`src/rtl/assert_macros.svh`:
```
// Assertion macros shared by the allocator RTL.
// Define ASSERT_OFF to compile the checks out.
`ifndef ASSERT_MACROS_SVH
`define ASSERT_MACROS_SVH
`ifndef ASSERT_OFF
// Same-cycle implication, idle during reset
`define ASSERT_IMPLIES(label, clk, rst_n, ante, cons) \
    label: assert property (@(posedge clk) disable iff (!rst_n) (ante) |-> (cons)) \
        else $error("implication check failed");
// Next-cycle implication, idle during reset
`define ASSERT_NEXT(label, clk, rst_n, ante, cons) \
    label: assert property (@(posedge clk) disable iff (!rst_n) (ante) |=> (cons)) \
        else $error("next-cycle check failed");
`else
`define ASSERT_IMPLIES(label, clk, rst_n, ante, cons)
`define ASSERT_NEXT(label, clk, rst_n, ante, cons)
`endif
`endif

```
`src/rtl/pfa_pkg.sv`:
```
// Package for the partition fit allocator: field widths, codes, defaults.
// No dependencies.
`timescale 1ns / 1ps

package pfa_pkg;

    // Parameter defaults
    localparam int MAX_PARTITIONS_DEF = 16;
    localparam int SIZE_BITS_DEF      = 16;

    // Fixed port field widths
    localparam int IN_INDEX_W = 4;
    localparam int IN_SIZE_W  = 16;
    localparam int CFG_IDX_W  = 1;
    localparam int CFG_DATA_W = 5;
    localparam int MODE_W     = 2;
    localparam int COUNT_W    = 5;

    // Configuration register indexes
    localparam logic [CFG_IDX_W-1:0] REG_FIT_MODE   = 1'b0;
    localparam logic [CFG_IDX_W-1:0] REG_PART_COUNT = 1'b1;

    // Register reset values
    localparam logic [MODE_W-1:0]  FIT_MODE_RESET   = 2'd0;
    localparam logic [COUNT_W-1:0] PART_COUNT_RESET = 5'd16;

    // Placement rules; the unused code behaves as first fit
    localparam logic [MODE_W-1:0] MODE_FIRST = 2'd0;
    localparam logic [MODE_W-1:0] MODE_BEST  = 2'd1;
    localparam logic [MODE_W-1:0] MODE_WORST = 2'd2;

    // Operations
    localparam logic OP_LOAD    = 1'b0;
    localparam logic OP_REQUEST = 1'b1;

    // Control from the sequencer to the fit unit
    typedef struct packed {
        logic              clear;   // start of a new item: drop the pick
        logic              eval_v;  // an entry is presented this cycle
        logic              used;    // that entry is already taken
        logic [MODE_W-1:0] mode;    // placement rule
    } fit_ctrl_t;

endpackage

```
`src/rtl/pfa_in_if.sv`:
```
// Input channel of the allocator: valid/ready plus one item.
// Depends on pfa_pkg.
`timescale 1ns / 1ps

interface pfa_in_if;
    logic                            valid;
    logic                            ready;
    logic                            operation;
    logic [pfa_pkg::IN_INDEX_W-1:0]  partition_index;
    logic [pfa_pkg::IN_SIZE_W-1:0]   size_value;
    logic                            last_request;

    modport source (output valid, operation, partition_index, size_value, last_request,
                    input ready);
    modport sink   (input valid, operation, partition_index, size_value, last_request,
                    output ready);
endinterface

```
`src/rtl/pfa_out_if.sv`:
```
// Result channel of the allocator: valid/ready plus one result.
// Depends on pfa_pkg.
`timescale 1ns / 1ps

interface pfa_out_if;
    logic                            valid;
    logic                            ready;
    logic                            granted;
    logic [pfa_pkg::IN_INDEX_W-1:0]  block_index;
    logic [pfa_pkg::IN_SIZE_W-1:0]   block_size_before;
    logic [pfa_pkg::IN_SIZE_W-1:0]   block_remaining;

    modport source (output valid, granted, block_index, block_size_before, block_remaining,
                    input ready);
    modport sink   (input valid, granted, block_index, block_size_before, block_remaining,
                    output ready);
endinterface

```
`src/rtl/pfa_ram.sv`:
```
// Single-write, single-read RAM with registered read data.
// No dependencies.
`timescale 1ns / 1ps

module pfa_ram #(
    parameter int DEPTH = 16,
    parameter int WIDTH = 16
) (
    input  logic                     clk,
    input  logic                     we,
    input  logic [$clog2(DEPTH)-1:0] waddr,
    input  logic [WIDTH-1:0]         wdata,
    input  logic [$clog2(DEPTH)-1:0] raddr,
    output logic [WIDTH-1:0]         rdata
);

    logic [WIDTH-1:0] mem [DEPTH];

    // Write port
    always_ff @(posedge clk)
    begin
        if (we)
        begin
            mem[waddr] <= wdata;
        end
    end

    // Registered read port
    always_ff @(posedge clk)
    begin
        rdata <= mem[raddr];
    end

endmodule

```
`src/rtl/pfa_fit_unit.sv`:
```
// Shared fit unit: one subtract and one compare per beat, holds the running pick.
// Depends on pfa_pkg.
`timescale 1ns / 1ps

module pfa_fit_unit #(
    parameter int IDX_W     = 4,
    parameter int SIZE_BITS = 16
) (
    input  logic                  clk,
    input  logic                  rst_n,
    input  pfa_pkg::fit_ctrl_t    ctrl,
    input  logic [IDX_W-1:0]      eval_idx,
    input  logic [SIZE_BITS-1:0]  cur_size,
    input  logic [SIZE_BITS-1:0]  req_size,
    output logic                  found,
    output logic [IDX_W-1:0]      pick_idx,
    output logic [SIZE_BITS-1:0]  pick_before,
    output logic [SIZE_BITS-1:0]  pick_diff
);

    logic                 found_reg;
    logic [IDX_W-1:0]     pick_idx_reg;
    logic [SIZE_BITS-1:0] pick_before_reg;
    logic [SIZE_BITS-1:0] pick_diff_reg;
    logic [SIZE_BITS:0]   sub;
    logic [SIZE_BITS-1:0] diff;
    logic                 fits;
    logic                 better;
    logic                 take;

    // Leftover and fit test from one subtractor: borrow means too small
    assign sub  = {1'b0, cur_size} - {1'b0, req_size};
    assign diff = sub[SIZE_BITS-1:0];
    assign fits = !ctrl.used && !sub[SIZE_BITS];

    // Strict compare keeps ties on the lower index
    always_comb
    begin
        unique case (ctrl.mode)
            pfa_pkg::MODE_BEST:  better = diff < pick_diff_reg;
            pfa_pkg::MODE_WORST: better = diff > pick_diff_reg;
            default:             better = 1'b0;
        endcase
    end

    assign take = ctrl.eval_v && fits && (!found_reg || better);

    always_ff @(posedge clk or negedge rst_n)
    begin
        if (!rst_n)
        begin
            found_reg <= 1'b0;
        end
        else if (ctrl.clear)
        begin
            found_reg <= 1'b0;
        end
        else if (take)
        begin
            found_reg <= 1'b1;
        end
    end

    // Pick payload
    always_ff @(posedge clk)
    begin
        if (take && !ctrl.clear)
        begin
            pick_idx_reg    <= eval_idx;
            pick_before_reg <= cur_size;
            pick_diff_reg   <= diff;
        end
    end

    assign found       = found_reg;
    assign pick_idx    = pick_idx_reg;
    assign pick_before = pick_before_reg;
    assign pick_diff   = pick_diff_reg;

endmodule

```
`src/rtl/partition_fit_allocator_core.sv`:
```
// Top level of the partition fit allocator: sequencer, size RAMs, mark flags.
// Depends on pfa_pkg, pfa_in_if, pfa_out_if, pfa_ram, pfa_fit_unit, assert_macros.svh.
`timescale 1ns / 1ps
`include "assert_macros.svh"

// Fixed-partition allocator (first, best or worst fit). A load beat writes the size
// RAMs when accepted and then passes through the update step. A request beat passes
// through an accept step, a scan that issues one size RAM read per partition for
// n = min(partition_count, MAX_PARTITIONS) partitions, the registered RAM read into
// the single subtract/compare fit unit, the fit unit's pick register and an update
// step. First fit stops issuing reads once a hit is recorded. The block takes one
// item at a time, but a finished result may wait in the output register while the
// next item is accepted; the update cycle of that next item waits until the register
// is free. End of run clears the per-partition modified flags, so current sizes fall
// back to the originals; there is no restore sweep and no clearing pass after reset.
module partition_fit_allocator_core #(
    parameter int MAX_PARTITIONS = pfa_pkg::MAX_PARTITIONS_DEF,
    parameter int SIZE_BITS      = pfa_pkg::SIZE_BITS_DEF
) (
    input  logic                             clk,
    input  logic                             rst_n,
    pfa_in_if.sink                           in_ch,
    pfa_out_if.source                        out_ch,
    input  logic                             cfg_we,
    input  logic [pfa_pkg::CFG_IDX_W-1:0]    cfg_index,
    input  logic [pfa_pkg::CFG_DATA_W-1:0]   cfg_data
);

    localparam int IDX_W = $clog2(MAX_PARTITIONS);
    localparam int CNT_W = $clog2(MAX_PARTITIONS + 1);

    localparam logic [1:0] ST_IDLE   = 2'd0;
    localparam logic [1:0] ST_SCAN   = 2'd1;
    localparam logic [1:0] ST_UPDATE = 2'd2;

    // Configuration
    logic [pfa_pkg::MODE_W-1:0]  fit_mode_reg;
    logic [pfa_pkg::COUNT_W-1:0] part_count_reg;

    // Sequencer and item registers
    logic [1:0]           state_reg, state_next;
    logic [CNT_W-1:0]     addr_reg, addr_next;
    logic [CNT_W-1:0]     scan_cnt_reg;
    logic [SIZE_BITS-1:0] size_reg;
    logic                 last_reg;
    logic                 is_req_reg;
    logic                 eval_v_reg;
    logic [IDX_W-1:0]     eval_idx_reg;
    logic                 used_q_reg;
    logic                 dirty_q_reg;
    logic                 loaded_q_reg;

    // Per-partition flags
    logic [MAX_PARTITIONS-1:0] used_reg, used_next;
    logic [MAX_PARTITIONS-1:0] dirty_reg, dirty_next;
    logic [MAX_PARTITIONS-1:0] loaded_reg, loaded_next;

    // Output register
    logic                          out_valid_reg;
    logic                          out_granted_reg;
    logic [pfa_pkg::IN_INDEX_W-1:0] out_index_reg;
    logic [pfa_pkg::IN_SIZE_W-1:0]  out_before_reg;
    logic [pfa_pkg::IN_SIZE_W-1:0]  out_remain_reg;

    logic                 accept;
    logic                 load_wr;
    logic [IDX_W-1:0]     load_addr;
    logic [SIZE_BITS-1:0] in_size;
    logic [CNT_W-1:0]     count_clamped;
    logic                 issue;
    logic                 scan_done;
    logic                 out_free;
    logic                 upd_go;
    logic                 upd_wr;
    logic                 run_end;
    logic [IDX_W-1:0]     addr_idx;
    logic                 cur_we;
    logic [IDX_W-1:0]     cur_waddr;
    logic [SIZE_BITS-1:0] cur_wdata;
    logic [SIZE_BITS-1:0] cur_rd;
    logic [SIZE_BITS-1:0] orig_rd;
    logic [SIZE_BITS-1:0] eval_size;
    logic                 first_only;

    pfa_pkg::fit_ctrl_t   fit_ctrl;
    logic                 found;
    logic [IDX_W-1:0]     pick_idx;
    logic [SIZE_BITS-1:0] pick_before;
    logic [SIZE_BITS-1:0] pick_diff;

    // Handshake and input decode
    assign in_ch.ready = (state_reg == ST_IDLE);
    assign accept      = in_ch.valid && in_ch.ready;
    assign in_size     = SIZE_BITS'(in_ch.size_value);
    assign load_addr   = IDX_W'(in_ch.partition_index);
    assign load_wr     = accept && (in_ch.operation == pfa_pkg::OP_LOAD)
                         && (32'(in_ch.partition_index) < 32'(MAX_PARTITIONS));
    assign count_clamped = (32'(part_count_reg) > 32'(MAX_PARTITIONS))
                           ? CNT_W'(MAX_PARTITIONS) : CNT_W'(part_count_reg);

    // Scan control: first fit stops once a hit is recorded
    assign first_only = (fit_mode_reg != pfa_pkg::MODE_BEST)
                        && (fit_mode_reg != pfa_pkg::MODE_WORST);
    assign addr_idx   = addr_reg[IDX_W-1:0];
    assign issue      = (state_reg == ST_SCAN) && (addr_reg < scan_cnt_reg)
                        && !(found && first_only);
    assign scan_done  = (state_reg == ST_SCAN) && !issue && !eval_v_reg;

    // Update step
    assign out_free = !out_valid_reg || out_ch.ready;
    assign upd_go   = (state_reg == ST_UPDATE) && out_free;
    assign upd_wr   = upd_go && is_req_reg && found;
    assign run_end  = upd_go && is_req_reg && last_reg;

    // Configuration writes
    always_ff @(posedge clk or negedge rst_n)
    begin
        if (!rst_n)
        begin
            fit_mode_reg   <= pfa_pkg::FIT_MODE_RESET;
            part_count_reg <= pfa_pkg::PART_COUNT_RESET;
        end
        else if (cfg_we)
        begin
            unique case (cfg_index)
                pfa_pkg::REG_FIT_MODE:   fit_mode_reg   <= cfg_data[pfa_pkg::MODE_W-1:0];
                pfa_pkg::REG_PART_COUNT: part_count_reg <= cfg_data[pfa_pkg::COUNT_W-1:0];
                default: ;
            endcase
        end
    end

    // Sequencer next state
    always_comb
    begin
        state_next = state_reg;
        addr_next  = addr_reg;
        unique case (state_reg)
            ST_IDLE:
            begin
                if (accept)
                begin
                    addr_next  = '0;
                    state_next = (in_ch.operation == pfa_pkg::OP_REQUEST) ? ST_SCAN
                                                                          : ST_UPDATE;
                end
            end
            ST_SCAN:
            begin
                if (issue)
                begin
                    addr_next = addr_reg + CNT_W'(1);
                end
                if (scan_done)
                begin
                    state_next = ST_UPDATE;
                end
            end
            ST_UPDATE:
            begin
                if (out_free)
                begin
                    state_next = ST_IDLE;
                end
            end
            default:
            begin
                state_next = ST_IDLE;
            end
        endcase
    end

    always_ff @(posedge clk or negedge rst_n)
    begin
        if (!rst_n)
        begin
            state_reg  <= ST_IDLE;
            addr_reg   <= '0;
            eval_v_reg <= 1'b0;
        end
        else
        begin
            state_reg  <= state_next;
            addr_reg   <= addr_next;
            eval_v_reg <= issue;
        end
    end

    // Item and read-stage payload
    always_ff @(posedge clk)
    begin
        if (accept)
        begin
            size_reg     <= in_size;
            last_reg     <= in_ch.last_request;
            is_req_reg   <= (in_ch.operation == pfa_pkg::OP_REQUEST);
            scan_cnt_reg <= count_clamped;
        end
        if (issue)
        begin
            eval_idx_reg <= addr_idx;
            used_q_reg   <= used_reg[addr_idx];
            dirty_q_reg  <= dirty_reg[addr_idx];
            loaded_q_reg <= loaded_reg[addr_idx];
        end
    end

    // Partition flags: modified entries read the current RAM, others the original
    always_comb
    begin
        used_next   = used_reg;
        dirty_next  = dirty_reg;
        loaded_next = loaded_reg;
        if (load_wr)
        begin
            loaded_next[load_addr] = 1'b1;
            dirty_next[load_addr]  = 1'b0;
        end
        if (upd_wr)
        begin
            used_next[pick_idx]  = 1'b1;
            dirty_next[pick_idx] = 1'b1;
        end
        if (run_end)
        begin
            used_next  = '0;
            dirty_next = '0;
        end
    end

    always_ff @(posedge clk or negedge rst_n)
    begin
        if (!rst_n)
        begin
            used_reg   <= '0;
            dirty_reg  <= '0;
            loaded_reg <= '0;
        end
        else
        begin
            used_reg   <= used_next;
            dirty_reg  <= dirty_next;
            loaded_reg <= loaded_next;
        end
    end

    // Size RAMs
    assign cur_we    = load_wr || upd_wr;
    assign cur_waddr = upd_wr ? pick_idx : load_addr;
    assign cur_wdata = upd_wr ? pick_diff : in_size;

    pfa_ram #(
        .DEPTH (MAX_PARTITIONS),
        .WIDTH (SIZE_BITS)
    ) u_orig_ram (
        .clk   (clk),
        .we    (load_wr),
        .waddr (load_addr),
        .wdata (in_size),
        .raddr (addr_idx),
        .rdata (orig_rd)
    );

    pfa_ram #(
        .DEPTH (MAX_PARTITIONS),
        .WIDTH (SIZE_BITS)
    ) u_cur_ram (
        .clk   (clk),
        .we    (cur_we),
        .waddr (cur_waddr),
        .wdata (cur_wdata),
        .raddr (addr_idx),
        .rdata (cur_rd)
    );

    // Effective current size; an entry never loaded reads as zero
    assign eval_size = dirty_q_reg ? cur_rd : (loaded_q_reg ? orig_rd : '0);

    assign fit_ctrl.clear  = accept;
    assign fit_ctrl.eval_v = eval_v_reg;
    assign fit_ctrl.used   = used_q_reg;
    assign fit_ctrl.mode   = fit_mode_reg;

    pfa_fit_unit #(
        .IDX_W     (IDX_W),
        .SIZE_BITS (SIZE_BITS)
    ) u_fit (
        .clk         (clk),
        .rst_n       (rst_n),
        .ctrl        (fit_ctrl),
        .eval_idx    (eval_idx_reg),
        .cur_size    (eval_size),
        .req_size    (size_reg),
        .found       (found),
        .pick_idx    (pick_idx),
        .pick_before (pick_before),
        .pick_diff   (pick_diff)
    );

    // Output register
    always_ff @(posedge clk or negedge rst_n)
    begin
        if (!rst_n)
        begin
            out_valid_reg <= 1'b0;
        end
        else if (upd_go)
        begin
            out_valid_reg <= 1'b1;
        end
        else if (out_ch.ready)
        begin
            out_valid_reg <= 1'b0;
        end
    end

    always_ff @(posedge clk)
    begin
        if (upd_go)
        begin
            out_granted_reg <= is_req_reg && found;
            out_index_reg   <= (is_req_reg && found) ? pfa_pkg::IN_INDEX_W'(pick_idx) : '0;
            out_before_reg  <= (is_req_reg && found) ? pfa_pkg::IN_SIZE_W'(pick_before)
                                                     : '0;
            out_remain_reg  <= (is_req_reg && found) ? pfa_pkg::IN_SIZE_W'(pick_diff) : '0;
        end
    end

    assign out_ch.valid             = out_valid_reg;
    assign out_ch.granted           = out_granted_reg;
    assign out_ch.block_index       = out_index_reg;
    assign out_ch.block_size_before = out_before_reg;
    assign out_ch.block_remaining   = out_remain_reg;

    // Checks
    `ASSERT_IMPLIES(a_remain_le_before, clk, rst_n, out_ch.valid && out_ch.granted,
                    out_ch.block_remaining <= out_ch.block_size_before)
    `ASSERT_IMPLIES(a_no_grant_zero, clk, rst_n, out_ch.valid && !out_ch.granted,
                    out_ch.block_index == '0 && out_ch.block_remaining == '0)
    `ASSERT_IMPLIES(a_scan_bound, clk, rst_n, state_reg == ST_SCAN, addr_reg <= scan_cnt_reg)
    `ASSERT_NEXT(a_pick_marked, clk, rst_n, upd_wr && !run_end,
                 used_reg[$past(pick_idx)] && dirty_reg[$past(pick_idx)])

endmodule

```
`src/flat_wrapper.sv`:
```
// flat-port wrapper written by rule: the top's interface ports become plain ports
module partition_fit_allocator_core_flat 
#(
    parameter int MAX_PARTITIONS = pfa_pkg::MAX_PARTITIONS_DEF,
    parameter int SIZE_BITS      = pfa_pkg::SIZE_BITS_DEF
)
  (clk, rst_n, cfg_we, cfg_index, cfg_data, in_ch_valid, in_ch_operation, in_ch_partition_index, in_ch_size_value, in_ch_last_request, in_ch_ready, out_ch_valid, out_ch_granted, out_ch_block_index, out_ch_block_size_before, out_ch_block_remaining, out_ch_ready);
  pfa_in_if in_ch_i ();
  pfa_out_if out_ch_i ();
  input  logic clk;
  input  logic rst_n;
  input  logic cfg_we;
  input  logic [pfa_pkg::CFG_IDX_W-1:0] cfg_index;
  input  logic [pfa_pkg::CFG_DATA_W-1:0] cfg_data;
  input wire logic [$bits(in_ch_i.valid)-1:0] in_ch_valid;
  input wire logic [$bits(in_ch_i.operation)-1:0] in_ch_operation;
  input wire logic [$bits(in_ch_i.partition_index)-1:0] in_ch_partition_index;
  input wire logic [$bits(in_ch_i.size_value)-1:0] in_ch_size_value;
  input wire logic [$bits(in_ch_i.last_request)-1:0] in_ch_last_request;
  output wire logic [$bits(in_ch_i.ready)-1:0] in_ch_ready;
  output wire logic [$bits(out_ch_i.valid)-1:0] out_ch_valid;
  output wire logic [$bits(out_ch_i.granted)-1:0] out_ch_granted;
  output wire logic [$bits(out_ch_i.block_index)-1:0] out_ch_block_index;
  output wire logic [$bits(out_ch_i.block_size_before)-1:0] out_ch_block_size_before;
  output wire logic [$bits(out_ch_i.block_remaining)-1:0] out_ch_block_remaining;
  input wire logic [$bits(out_ch_i.ready)-1:0] out_ch_ready;
  assign in_ch_i.valid = in_ch_valid;
  assign in_ch_i.operation = in_ch_operation;
  assign in_ch_i.partition_index = in_ch_partition_index;
  assign in_ch_i.size_value = in_ch_size_value;
  assign in_ch_i.last_request = in_ch_last_request;
  assign in_ch_ready = in_ch_i.ready;
  assign out_ch_valid = out_ch_i.valid;
  assign out_ch_granted = out_ch_i.granted;
  assign out_ch_block_index = out_ch_i.block_index;
  assign out_ch_block_size_before = out_ch_i.block_size_before;
  assign out_ch_block_remaining = out_ch_i.block_remaining;
  assign out_ch_i.ready = out_ch_ready;
  partition_fit_allocator_core #(.MAX_PARTITIONS(MAX_PARTITIONS), .SIZE_BITS(SIZE_BITS)) u_core (.clk(clk), .rst_n(rst_n), .in_ch(in_ch_i), .out_ch(out_ch_i), .cfg_we(cfg_we), .cfg_index(cfg_index), .cfg_data(cfg_data));
endmodule
```
`config.mk`:
```
export PLATFORM = sky130hd
export DESIGN_NAME = partition_fit_allocator_core_flat
export DESIGN_NICKNAME = d
export VERILOG_FILES = /design/src/rtl/pfa_pkg.sv /design/src/rtl/pfa_in_if.sv /design/src/rtl/pfa_out_if.sv /design/src/rtl/pfa_ram.sv /design/src/rtl/pfa_fit_unit.sv /design/src/rtl/partition_fit_allocator_core.sv /design/src/flat_wrapper.sv
export VERILOG_INCLUDE_DIRS = /design/src /design/src/rtl
export SDC_FILE = /design/constraint.sdc
export NUM_CORES = 1
export LEC_CHECK = 0
export BUFFER_PORTS_ARGS = -buffer_cell sky130_fd_sc_hd__buf_4
export CAP_MARGIN = 20
export CORE_ASPECT_RATIO = 1.5
export CORE_MARGIN = 1.5
export CORE_UTILIZATION = 55
export DETAILED_ROUTE_END_ITERATION = 8
export GPL_ROUTABILITY_DRIVEN = 0
export HOLD_SLACK_MARGIN = 0.1
export PLACE_DENSITY = 0.83
export SLEW_MARGIN = 25
export SYNTH_ARGS = -nofsm -noshare
export SYNTH_HDL_FRONTEND = slang
export SYNTH_SLANG_ARGS = --single-unit
export TNS_END_PERCENT = 30
```
`constraint.sdc`:
```
create_clock -name clk -period 7.3 [get_ports clk]
set_input_delay 0.73 -clock clk [delete_from_list [all_inputs] [get_ports clk]]
set_output_delay 0.73 -clock clk [all_outputs]
set_load 0.02 [all_outputs]
```
==> summary.txt, run 1 <==
Cells and area
  • Nets: 1645
  • Top Registers: u_core.u_cur_ram.mem x256, u_core.u_orig_ram.mem x256
  • Final std cells w/o fill: 2290
  • Most frequent cells in the layout: edfxtp_1, mux4_2, buf_4
  • Proportion of layout cells with a drive suffix above 1: 26.6%
  • Commonest non-fill, non-tap cell in the layout: edfxtp_1
  • # diodes: 0
  • Final instance area: 31700 sq um
  • Area Overhead vs Synth: 12.6%

Clock tree
  • Post-CTS setup buffer count: 0
  • Post-CTS resize count: 0
  • Clock sinks: 712
  • CTS Buf Count: 58
  • CTS H-Tree Depth: 2
  • Clk Latency, worst-skew pair: 0.61 ns
  • Clk pin slew, worst setup/hold paths: 0.07 ns
  • CTS max path bufs: 3
  • Clock root buffer: clkbuf_16
  • CTS tree: yes
  • Hold_buf cts: 0

Global routing
  • Overflow after GRT: 0
  • Largest net degree at the start of global routing: 67
  • Initial antenna violation count: 1
  • Global Route Usage Sum: 25.7%
  • Vias in the first global route: 15300
  • First-pass GRT wire length: 97600 um

Critical path
  • Reg2reg start: u_core.dirty_q_reg
  • Reg-to-reg endpoint: u_core.u_fit.pick_diff[3]
  • CP endpoint kind: flip-flop
  • Crit path DAT: 6.26 ns
  • CP Launch Type: flip-flop
  • Crit Path Max Fanout: 27
  • WP data required: 7.57 ns
  • Reg2reg setup slack: 1.31 ns
  • Setup CP Type: flip-flop to flip-flop
  • R2R cell count: 19

Routing
  • First-pass DRT Iterations: 6
  • Routed len/inst: 29.1 um
  • DR iter-0 viols: 1846
  • DR vias: 14800
  • Final antenna-violating net count: 0
  • Detailed-route vias per instance: 6.44
  • DRT Wirelength: 66600 um
  • Residual DRC: 0

Logic synthesis
  • Async set or reset register ratio after synthesis: 9.13%
  • Top cells by area, synth: edfxtp_1, mux4_2, dfrtp_1
  • Avg Cell Area, Syn: 19.2 sq um
  • Post-synth EDFFs: 615
  • Synth Warn #: 0
  • Net Count, Synth: 1534
  • Syn Inst Count: 1461
  • Synthesized area: 28100 sq um
  • Sequential fraction of the synthesis area: 73.8%
  • Synth unique cells: 60
  • Main synth FF type: edfxtp_1
  • Top cell type's share of synthesized area: 65.7%
  • FF+latch count, synth: 712
  • Synth area leader: edfxtp_1

Power and ir drop
  • Lkg Pwr: 11.0 nW
  • Internal: 8.01 mW
  • Clock power frac: 30.2%
  • NetSw: 3.18 mW
  • Combinational fraction of design power: 23.4%
  • PD cells: 353 nW/um^2
  • Worst VDD drop: 0.218 mV
  • Sw Ratio: 28.4%
  • Seq pwr share: 46.4%
  • Total power: 11.2 mW

Worst hold path
  • Hold WC Path Type: primary input to asynchronous set/reset pin

STA
  • Min Hold Slack: 0.230 ns
  • Fin crit period: 5.99 ns
  • RSZ-0062 raised after global routing: no
  • Fmax: 0.167 GHz
  • Slew @ Worst Pin: 1.04 ns
  • Final Max Slew Viols: 0
  • Relative max-transition margin: 30.5%
  • Setup Total Neg Slack: 0 ns
  • Final number of setup-violating endpoints: 0
  • Final hold violations: 0
  • Fin Clk Skew: 0.0163 ns
  • Tcrit/Tclk final: 82.1%

Floorplan
  • IO Pins: 72
  • DIE AREA: 52500 sq um
  • Die X: 188 um
  • Number of core rows: 101
  • Initial Util: 55.6%
  • Total core area: 50500 sq um
  • Die height: 280 um

Place
  • Placed instance area: 29600 sq um
  • Number of buffers added on ports: 71
  • Post-Place Cells: 2180
  • DP HPWL: 38700 um

Status
  • Outcome: finished, final reports clean

Flow run
  • Maxcap violations: 0
## cell type report
cell class,instances,area (sq um)
multi-input cells,619,6850
repair buffers,121,921
clock inverters,46,587
clock buffers,63,1500
flip-flops and latches,712,20700
fillers,3284,18900
inverters,60,225
well taps,669,837
## per-layer routing
layer	vias to the layer above	routed length (um)	global-route usage (%)
met5	-	13	0
met3	265	4870	3.81
met1	7492	22000	29.7
li1	6048	-	-
met2	952	35300	45.5
met4	2	4360	15.2
## metrics by stage
| stage | worst slack (ns) | util, % |
|---|---|---|
| after global placement | 1.56 | 58.5 |
| after floorplan | 0.0437 | - |
| after CTS | 1.36 | 62.6 |
| after global routing | 0.846 | 62.6 |
| final | 1.31 | 62.6 |
| after detailed placement | 1.36 | 58.5 |
## power groups by stage
stage                     combinational [mW]  clock (mW)  sequential, mW
after global routing                    2.80        3.54            5.21
after floorplan                         1.92           0            5.10
after CTS                               2.57        3.41            5.21
final                                   2.62        3.38            5.19
after detailed placement                2.53           0            5.29
after global placement                  2.44           0            5.27
## critical path, stage by stage (launching register included)
cell and delay [ns]:
edfxtp_1 0.63, nor2b_1 0.24, buf_4 0.23, a22o_1 0.19, inv_1 0.07, fa_1 0.41
nand2b_1 0.20, a21oi_1 0.25, o2111ai_1 0.21, a21oi_1 0.38, a2111oi_0 0.18, a311o_1 0.32
ha_1 0.31, nand4_1 0.13, or4_1 0.56, a21oi_1 0.14, nor4_1 0.07, mux2i_1 0.16
a211oi_4 0.54, buf_4 0.43
## how the worst max path moves through the flow
stage	startpoint	end	slack (ns)	cells after the start
floorplan	u_core.dirty_q_reg	u_core.u_fit.pick_before[0]	0.04	18
global placement	u_core.dirty_q_reg	u_core.u_fit.pick_before[1]	1.56	19
detailed placement	u_core.dirty_q_reg	u_core.u_fit.pick_before[2]	1.36	19
CTS	u_core.dirty_q_reg	u_core.u_fit.pick_diff[3]	1.36	19
global route	u_core.dirty_q_reg	u_core.u_fit.pick_diff[3]	0.85	19
finish	u_core.dirty_q_reg	u_core.u_fit.pick_diff[3]	1.31	19
## synthesized netlist by cell type (2+ instances only)
library cell	count
xor2_1	2
and3_1	38
nand2b_1	20
a21o_1	10
o21bai_1	2
dfrtp_1	64
nor2b_1	19
or2_2	7
buf_6	9
a22oi_1	13
mux4_2	175
xnor2_1	10
buf_1	5
nor3_2	2
a21oi_1	49
nor3b_1	3
nand2_1	51
a211oi_1	3
mux2i_1	4
mux2_2	6
a22o_1	15
clkbuf_1	43
nand4_1	3
nor2_1	61
nand3_1	10
a2111oi_0	2
ha_1	39
o211ai_1	4
o21ai_1	2
nor3b_2	3
inv_1	59
and2_1	4
o21a_1	2
buf_2	13
dfxtp_1	32
nor3_1	4
edfxtp_1	615
o21ai_0	32
a31oi_1	5
## logic make-up after synthesis
kind of cell	Yosys count	share of synthesized area [%]
mux	185	14.4
xor+xnor	12	0.374
simple gates	232	4.24
flops	712	73.8
buf+inv	130	2.03
fa+ha+maj	40	1.81
compound gates	150	3.37
Power figures use the tool's default switching activity.
==> run 2, diff against run 1 <==
==> constraint.sdc (replaced) <==
create_clock -name clk -period 5.1 [get_ports clk]
set_input_delay 0.51 -clock clk [delete_from_list [all_inputs] [get_ports clk]]
set_output_delay 0.51 -clock clk [all_outputs]
set_load 0.02 [all_outputs]
==> run 2 against run 1 <==
  * Cell count up 0.39%
  * Routed wire length decreased by 1.6%
  * Cell area about the same
  * Critical path depth decreased by 1
==> summary.txt, run 2 (synthesis gave the netlist of run 1 again) <==
Routing
  • Routed len/inst: 28.5 um (was 29.1 um)
  • First-pass DRT Iterations: 8 (was 6)
  • Detailed-route vias per instance: 6.43 (was 6.44)
  • DR iter-0 viols: 1809 (was 1846)
  • DR vias: 14800 (about the same)
  • DRT Wirelength: 65500 um (was 66600 um)
  • Residual DRC: 0 (unchanged)
  • Final antenna-violating net count: 0 (unchanged)

STA
  • RSZ-0062 raised after global routing: no (unchanged)
  • Slew @ Worst Pin: 1.13 ns (was 1.04 ns)
  • Final number of setup-violating endpoints: 0 (unchanged)
  • Fin Clk Skew: 0.0414 ns (was 0.0163 ns)
  • Fin crit period: 4.88 ns (was 5.99 ns)
  • Relative max-transition margin: 24.5% (was 30.5%)
  • Tcrit/Tclk final: 95.7% (was 82.1%)
  • Final hold violations: 0 (unchanged)
  • Final Max Slew Viols: 0 (unchanged)
  • Fmax: 0.205 GHz (was 0.167 GHz)

Clock tree
  • CTS max path bufs: 3 (unchanged)
  • Clock sinks: 712 (unchanged)
  • Clk pin slew, worst setup/hold paths: 0.07 ns (about the same)
  • CTS tree: yes (unchanged)
  • CTS Buf Count: 59 (was 58)
  • Clk Latency, worst-skew pair: 0.63 ns (was 0.61 ns)
  • Post-CTS resize count: 0 (unchanged)
  • CTS H-Tree Depth: 2 (unchanged)
  • Clock root buffer: clkbuf_16 (unchanged)

Worst hold path
  • Hold path depth: 2
  • Worst hold endpoint: u_core.part_count_reg[2]
  • HP Start: cfg_data[2]
  • Hold WC Path Type: primary input to flip-flop (was primary input to asynchronous set/reset pin)

Critical path
  • Setup CP Type: flip-flop to flip-flop (unchanged)
  • CP endpoint kind: flip-flop (unchanged)
  • WP data required: 5.42 ns (was 7.57 ns)
  • R2R cell count: 18 (was 19)
  • Reg2reg start: u_core.dirty_q_reg (unchanged)
  • Crit Path Max Fanout: 36 (was 27)
  • Reg-to-reg endpoint: u_core.u_fit.pick_diff[2] (was u_core.u_fit.pick_diff[3])
  • CP Launch Type: flip-flop (unchanged)
  • CP Launch Point: u_core.dirty_q_reg (unchanged)
  • Reg2reg setup slack: 0.22 ns (was 1.31 ns)
  • Crit path DAT: 5.20 ns (was 6.26 ns)

Power and ir drop
  • Combinational fraction of design power: 24.4% (was 23.4%)
  • Internal: 11.3 mW (was 8.01 mW)
  • PD cells: 499 nW/um^2 (was 353 nW/um^2)
  • NetSw: 4.52 mW (was 3.18 mW)
  • Clock power frac: 29.0% (was 30.2%)
  • Seq pwr share: 46.6% (was 46.4%)
  • Sw Ratio: 28.6% (was 28.4%)
  • Worst VDD drop: 0.340 mV (was 0.218 mV)
  • Lkg Pwr: 11.0 nW (about the same)

Cells and area
  • Final std cells w/o fill: 2299 (was 2290)
  • Nets: 1651 (was 1645)
  • Area Overhead vs Synth: 12.7% (was 12.6%)
  • Fillers: 3275 (was 3284)
  • Commonest non-fill, non-tap cell in the layout: edfxtp_1 (unchanged)
  • Top Registers: u_core.u_cur_ram.mem x256, u_core.u_orig_ram.mem x256 (unchanged)
  • Final core occ: 62.7% (was 62.6%)
  • Proportion of layout cells with a drive suffix above 1: 26.1% (was 26.6%)
  • Most frequent cells in the layout: edfxtp_1, mux4_2, buf_4 (unchanged)

Global routing
  • Largest net degree at the start of global routing: 121 (was 67)
  • Initial antenna violation count: 1 (unchanged)
  • Overflow after GRT: 0 (unchanged)
  • Vias in the first global route: 15500 (was 15300)
  • First-pass GRT wire length: 96800 um (was 97600 um)
  • Global Route Usage Sum: 25.4% (was 25.7%)

Place
  • DP HPWL: 39000 um (was 38700 um)
  • Number of buffers added on ports: 71 (unchanged)
  • Post-Place Cells: 2182 (was 2180)

Floorplan
  • DIE AREA: 52500 sq um (unchanged)
  • Total core area: 50500 sq um (unchanged)
  • Die X: 188 um (unchanged)
  • Initial Util: 55.6% (unchanged)
  • Number of core rows: 101 (unchanged)
  • IO Pins: 72 (unchanged)
  • Die height: 280 um (unchanged)

Flow run
  • Maxcap violations: 0 (unchanged)

Status
  • Outcome: finished, final reports clean (unchanged)
-- run 2: worst max path at each step --
stage                             endpoint  slack [ns]  depth (start not counted)
6_report         u_core.u_fit.pick_diff[2]        0.22                         18
5_1_grt          u_core.u_fit.pick_diff[2]        0.02                         18
4_1_cts          u_core.u_fit.pick_diff[2]        0.26                         18
3_5_place_dp   u_core.u_fit.pick_before[0]        0.30                         18
3_3_place_gp   u_core.u_fit.pick_before[3]        0.48                         18
2_1_floorplan  u_core.u_fit.pick_before[0]       -1.58                         18
-- run 2: what timing repair did --
item | 4_1_cts | 5_1_grt
setup endpoints to repair | 0 | 36
hold buffers | 3 | 0
hold endpoints to repair | 66 | 0
setup buffers | 0 | 1
-- run 2: critical path, cell delays in order, from the launching register on --
cell and delay, ns:
edfxtp_1 0.43, nor2b_4 0.24, a22oi_2 0.10, ha_2 0.21
fa_2 0.38, nand2b_4 0.17, a21oi_4 0.19, o2111ai_2 0.18
a21oi_2 0.32, a2111oi_2 0.11, a311o_1 0.31, ha_1 0.32
nand4_1 0.13, or4_1 0.52, a21oi_1 0.15, nor4_1 0.08
mux2i_1 0.15, a211oi_4 0.27, buf_12 0.27
-- run 2: through the flow --
step / hold WS (ns) / power (mW) / setup TNS [ns] / setup WS, ns / area [sq um]
after floorplan: 0.214 / 10.1 / -57.01 / -1.58 / 28200
after global placement: 0.403 / 11.1 / 0 / 0.475 / 29700
after detailed placement: 0.405 / 11.3 / 0 / 0.296 / 29700
after CTS: 0.105 / 15.8 / 0 / 0.261 / 31700
after global routing: 0.127 / 16.3 / 0 / 0.0226 / 31700
final: 0.129 / 15.8 / 0 / 0.220 / 31700
-- run 2: power by group through the flow --
| stage | clock [mW] | sequential, mW | combinational (mW) |
|---|---|---|---|
| finish | 4.58 | 7.36 | 3.86 |
| global route | 4.82 | 7.39 | 4.12 |
| CTS | 4.61 | 7.35 | 3.84 |
| detailed placement | 0 | 7.47 | 3.79 |
| global placement | 0 | 7.45 | 3.64 |
| floorplan | 0 | 7.31 | 2.79 |
-- run 2: layer usage --
metal  wire length [um]  vias to the layer above  GRT usage, %
li1                   -                     6061             -
met1              21900                     7600          29.6
met2              34900                      894          45.3
met3               4920                      228          3.47
met4               3790                        2          14.4
met5                 13                        -             0
-- run 2: cell type report --
cell class | instances | area (sq um) | area share (%)
repair buffers | 126 | 1000 | 3.17
well taps | 669 | 837 | 2.64
inverters | 60 | 225 | 0.711
flip-flops and latches | 712 | 20700 | 65.5
clock inverters | 30 | 315 | 0.995
clock buffers | 82 | 1650 | 5.21
diodes | 1 | 2.50 | 0.00790
multi-input cells | 619 | 6900 | 21.8
